File: config.mk
export PLATFORM = sky130hd
export DESIGN_NAME = v4n_sqrt
export DESIGN_NICKNAME = d
export VERILOG_FILES = /design/src/design/v4n_pkg.sv /design/src/design/v4n_sqrt.sv
export SDC_FILE = /design/constraint.sdc
export NUM_CORES = 2
export LEC_CHECK = 0
export CAP_MARGIN = 10
export CORE_MARGIN = 5
export CORE_UTILIZATION = 55
export CTS_CLUSTER_SIZE = 8
export DETAILED_ROUTE_END_ITERATION = 16
export DONT_BUFFER_PORTS = 1
export GPL_TIMING_DRIVEN = 0
export HOLD_SLACK_MARGIN = 0.05
export PLACE_DENSITY = 0.69
export SLEW_MARGIN = 20
export SYNTH_ARGS = -nofsm -noshare
export SYNTH_HDL_FRONTEND = slang
export SYNTH_MEMORY_MAX_BITS = 65536
export SYNTH_SLANG_ARGS = --single-unit
File: constraint.sdc
create_clock -name clk_i -period 3.8 [get_ports clk_i]
set_clock_uncertainty 0.1 [all_clocks]
set_input_delay 0.38 -clock clk_i [delete_from_list [all_inputs] [get_ports clk_i]]
set_output_delay 0.38 -clock clk_i [all_outputs]
set_load 0.03 [all_outputs]
File: src/design/v4n_pkg.sv
`timescale 1ns / 1ps
package v4n_pkg;

  // Pipeline depths.
  localparam int unsigned FRONT_STAGES = 4;   // magnitude, square, pair sum, total
  localparam int unsigned SQRT_STAGES  = 33;  // one root bit per stage
  localparam int unsigned DIV_STAGES   = 31;  // one quotient bit per stage
  localparam int unsigned MAG_DELAY    = FRONT_STAGES + SQRT_STAGES;
  localparam int unsigned VALID_DEPTH  = FRONT_STAGES + SQRT_STAGES + DIV_STAGES;
  localparam int unsigned LATENCY      = VALID_DEPTH + 1;

  // Unity in signed Q2.30.
  localparam logic [30:0] ONE_Q230 = 31'h4000_0000;

  typedef struct packed {
    logic signed [31:0] comp_x;
    logic signed [31:0] comp_y;
    logic signed [31:0] comp_z;
    logic signed [31:0] comp_w;
  } in_t;

  typedef struct packed {
    logic signed [31:0] unit_x;
    logic signed [31:0] unit_y;
    logic signed [31:0] unit_z;
    logic signed [31:0] unit_w;
    logic [32:0]        length;
    logic               was_zero;
  } out_t;

endpackage

File: src/design/v4n_sqrt.sv
`timescale 1ns / 1ps
module v4n_sqrt import v4n_pkg::*; (
  input  logic        clk_i,
  input  logic [65:0] rad_i,
  output logic [32:0] root_o
);

  logic [34:0] rem_in  [SQRT_STAGES];
  logic [32:0] root_in [SQRT_STAGES];
  logic [65:0] rad_in  [SQRT_STAGES];
  logic [34:0] rem_q   [SQRT_STAGES];
  logic [32:0] root_q  [SQRT_STAGES];
  logic [65:0] rad_q   [SQRT_STAGES];

  // Digit-by-digit square root: each stage brings in two radicand bits.
  for (genvar k = 0; k < SQRT_STAGES; k++) begin : g_stage
    logic [36:0] cur;
    logic [36:0] trial;

    if (k == 0) begin : g_first
      assign rem_in[k]  = '0;
      assign root_in[k] = '0;
      assign rad_in[k]  = rad_i;
    end else begin : g_next
      assign rem_in[k]  = rem_q[k-1];
      assign root_in[k] = root_q[k-1];
      assign rad_in[k]  = rad_q[k-1];
    end

    assign cur   = {rem_in[k], rad_in[k][65:64]};
    assign trial = {2'b00, root_in[k][32:0], 2'b01};

    always_ff @(posedge clk_i) begin
      rad_q[k] <= {rad_in[k][63:0], 2'b00};
      if (cur >= trial) begin
        rem_q[k]  <= 35'(cur - trial);
        root_q[k] <= {root_in[k][31:0], 1'b1};
      end else begin
        rem_q[k]  <= cur[34:0];
        root_q[k] <= {root_in[k][31:0], 1'b0};
      end
    end
  end

  assign root_o = root_q[SQRT_STAGES-1];

endmodule

# == After elaboration in Yosys (flattened, before gate mapping) ==
# Memories as Yosys holds them, arrays and structs flattened.
# Cells that the tools add are included.
# word_totals
mem_count,3
regBits,0
inputBits,67
elab_cells,300
ramBits,4356
# classes
mux,165
order_cmp,33
add_sub_neg,33
n_bitwise,66
# memory_table
memory,depth,word_bits,read_ports,rd_ports_with_merged_regs,write_ports,line,rtl
rad_q,33,64,32,0,33,v4n_sqrt.sv:13,logic [65:0] rad_q [SQRT_STAGES];
rem_q,33,35,32,0,33,v4n_sqrt.sv:11,logic [34:0] rem_q [SQRT_STAGES];
root_q,33,33,33,0,33,v4n_sqrt.sv:12,logic [32:0] root_q [SQRT_STAGES];
# ops
operator,n
37-bit by 35-bit greater-or-equal comparator with 1-bit output,32
35-bit two-way mux,33
35-bit subtractor,32
33-bit two-way mux,33
1-bit two-way mux,99
1-bit OR,66
2-bit by 1-bit subtractor with 3-bit output (second input constant),1
2-bit by 1-bit greater-or-equal comparator with 1-bit output (second input constant),1

# == Longest topological paths before layout ==
# An unclocked memory read counts as a cell.
# logic_depth
depth_word,5
depth_mapped,14
depth_no_buf,12

# == Worst setup path after synthesis ==
# OpenSTA, ideal clock, no wires.
# synth_path
path_kind,flip-flop to flip-flop
from,memory root_q[24][1]
to,memory rem_q[25][17]
stages_incl_launch_ff,13
slack_ns,0.543
arrival_time_ns,3.088
n_path_buf,2
t_required_ns,3.630
path_cell_list,dfxtp_1 inv_1 ha_1 o21a_1 a2bb2oi_1 a2111oi_0 o31ai_1 a21boi_0 o21a_1 inv_2 clkbuf_1 buf_1 a21oi_1
# synth_lines
element,line
start: declaration,v4n_sqrt.sv:12
end: declaration,v4n_sqrt.sv:11

==> metrics.md <==
| Metric | Value |
|---|---|
| Area growth, synth to finish | 15.0% |
| Hpwl dp | 167000 um |
| CP arrival | 4.33 ns |
| GRT overflow | 0 |
| Reg-to-reg endpoint | rem_q[27][26] |
| Die width | 435 um |
| Final hold violation count | 0 |
| Crit-path slowest cell | nor4_1 |
| Root buffer cell | clkbuf_16 |
| Most frequent cell after synthesis | dfxtp_1 |
| Height of the die | 435 um |
| Final WL | approximately 230000 um |
| Total power | about 77 mW |
| Hold path cells | 0 |
| Ys Warns | 0 |
| Total die area | 0.189 mm2 |
| Worst Tran Pin Value | 1.06 ns |
| Rows | 155 |
| Multi-input logic area | 0.0420 mm2 |
| Min-Delay Endpoint | rad_q[0][397] |
| Mapped cell area | about 0.1 mm2 |
| Min Clock Period, post-route | 3.67 ns |
| CTS H-tree depth | 5 |
| Cts bufs inserted | 387 |
| R2r setup slk | 0.13 ns |
| Slew HR | 28.9% |
| DP Worst Slack | -1.06 ns |
| Initial antenna violation count | 3 |
| Path type of the worst min-delay path | reg -> reg |
| I/O pin total | 100 |
| Avg WL per Cell | 18.0 um |
| DRC Markers | 0 |
| Share of layout cells above drive strength 1 | 7.04% |
| Clk_lat worst skew | roughly 0.94 ns |
| Largest fanout on the critical path | 10 |
| Via density | approximately 5.5 |
| Reg-to-reg startpoint | root_q[26][20] |
| Unrepaired setup endpoints after global routing | yes |
| Worst path required time | 4.46 ns |
| Post-synth ARST share | 0% |
| Reg2Reg Depth | 11 |
| Fin. max-slew vios | 0 |
| Avg Synthesized Cell Area | 10.1 um2 |
| Crit Path Category | reg -> reg |
| Crit path from | root_q[26][20] |
| Layout Nets | roughly 11000 |
| Leakage | 52.9 nW |
| FILL cells | 14352 |
| Max-cap violations | 0 |
| Final cycle utilization of the critical path | 96.5% |
| Vias in the first global route | 70347 |
| Largest net degree at the start of global routing | 17 |
| CP bufs+invs | 4 |
| Startpoint types | flop |
| PwrDens | 674 mW/mm2 |
| Setup WS post-layout | 0.134 ns |
| CTS tree | built |
| Core footprint | 0.179 mm2 |
| 1st-pass router iterations | 8 |
| Delay-heaviest family, CP | simple AND/OR/NAND/NOR gates |
| Outcome | finished, final reports clean |
| CP peak stage delay | between 0.6 and 0.7 ns |
| Register area | 0.0537 mm2 |
| CP Capture Type | flop |
| Clk pin slew, worst setup/hold paths | 0.05 ns |
| F_max | 273 MHz |
| Wire length on met2 | 115000 um |
| Synth area leaders | dfxtp_1 54%, ha_1 7.5%, xor2_1 4.2% |
| CP Cell Sequence | inv_1 > ha_1 > clkbuf_1 > nand4_1 > nor4_1 > nand3_1 > nand4_1 > o21ba_2 > clkbuf_2 > clkbuf_4 > o21ai_0 |
| Top cell type's share of synthesized area | 54.2% |
| Final setup viols | 0 |
| Sequential fraction of the synthesis area | between 50% and 60% |
| Post-synth cell types | 109 |
| Main synth FF type | dfxtp_1 |
| Iteration-0 DRC Markers | 4178 |
| Clock Path Buffers | 4 |
| Number of I/O port buffers | 0 |
| Synth cell count leaders | 2684 x dfxtp_1, 762 x inv_1, 748 x nand2_1 |
| Yosys reg bits | 2684 |
| Worst path most repeated cell | nand4_1 |
| GRT Util Overall | 23.9% |
| VDD IR max | 0.425 mV |
| Top Metal Used | met4 |
| EDFF count, synth | 0 |
| DRT antenna net count | 0 |
| Initial core utilization | a little under three fifths |
| Routability cong. | a little over 0.9 |
| WL met3 | 9840 um |
| Total number of vias | 69836 |
| Global-route wire length before repair | 367000 um |
| Area leader, netlist | dfxtp_1 |
| HP Start | rad_q[0][331] |
| M1 WL | 97100 um |
| Syn_nets | 10480 |
| Synthesized instance count | approximately 10000 |
| CTS sink count | 2684 |
==> area by class of cell <==
class / count / area share (%)
clock inverter: 11 / 0.126
multi-input combinational: 6143 / 36.9
clock buffer: 405 / 8.70
timing repair buffer: 148 / 1.27
inverter: 765 / 2.52
antenna: 5 / 0.0110
tap: 2355 / 2.58
sequential: 2684 / 47.1
buffer: 213 / 0.809
==> report_power, final <==
part | internal, mW | leakage [nW] | switching [mW]
registers | 32.7 | 22.5 | 3.47
clock network | 18.1 | 4.95 | 11.0
logic | 5.03 | 25.5 | 6.48
total | 55.9 | 52.9 | 20.9
==> flip-flops by register name, indices dropped and copies added (netlist names) <==
signal	count
root_q	561
rad_q	1056
rem_q	1067
==> placed cells by master (no fill, tap or decap), types with 33 or more instances in the layout <==
master	n
a21oi_1	535
nand4_1	119
dlygate4sd3_1	134
or4_1	77
xnor2_1	405
nor3_1	258
a31oi_1	35
nor4_1	114
xor2_1	474
clkbuf_16	393
nand3b_1	40
or2_2	44
and3_1	45
mux2_2	72
o31ai_1	74
nand2_1	747
clkbuf_2	35
o21a_1	107
clkbuf_1	151
or3_1	99
o211ai_1	35
o21ai_0	581
o21bai_1	55
ha_1	594
nor2_1	515
nand3_1	129
nand2b_1	115
and2_1	33
dfxtp_1	2684
nor2b_1	83
inv_1	762
a21o_1	242
a211oi_1	65
==> worst register-to-register path: stages (launching register included) <==
cell      delay [ns]
dfxtp_1         0.34
inv_1           0.05
ha_1            0.26
clkbuf_1        0.32
nand4_1         0.28
nor4_1          0.68
nand3_1         0.22
nand4_1         0.16
o21ba_2         0.25
clkbuf_2        0.29
clkbuf_4        0.30
o21ai_0         0.30
==> per-stage QoR <==
step                      instance area, um2  hold slack (ns)  std cells  TNS [ns]  utilization, %
after floorplan                        99200            0.210       9817         0               -
after global placement                102000            0.210      12172   -128.56            57.1
after detailed placement              102000            0.212      12172   -137.19            57.1
after CTS                             114000            0.182      12726         0            63.6
after global routing                  114000            0.198      12729   -0.0772            63.8
final                                 114000            0.184      12729         0            63.8
==> per-layer routing <==
| layer | track usage (%) | vias to the layer above |
|---|---|---|
| li1 | - | 34587 |
| met1 | 29.2 | 32984 |
| met2 | 42.9 | 1770 |
| met3 | 3.50 | 495 |
| met4 | 8.70 | 0 |
| met5 | 0 | - |
==> kinds of logic after synthesis <==
logic type | Yosys count | synth area share [%]
DFF | 2684 | 54.2
and+or+nand+nor | 2558 | 12.9
AOI/OAI and AO/OA | 2018 | 12.8
buffers and inverters | 990 | 3.79
xor gates and xnor gates | 880 | 7.77
adders and majority gates | 596 | 7.52
muxes | 90 | 1.00
other | 1 | 0.00378
==> repair_timing <==
| action | 4_1_cts | 5_1_grt |
|---|---|---|
| setup buffers | 6 | 8 |
| hold buffers | 134 | 0 |
| pin swaps | 5 | 8 |
| endpoints found under the hold margin | 67 | 0 |
| gates resized for setup | 64 | 86 |
| setup endpoints to repair | 343 | 431 |
==> how the worst max path moves through the flow <==
stage / end / slack [ns] / cells past startpoint
after global placement: rem_q[31][24] / -1.07 / 12
after CTS: rem_q[25][31] / 0.005 / 12
after floorplan: rem_q[25][17] / 0.54 / 12
after detailed placement: rem_q[27][26] / -1.06 / 11
after global routing: rem_q[20][20] / -0.04 / 13
final: rem_q[27][26] / 0.13 / 11
No activity file was read; power rests on OpenSTA's default activity.
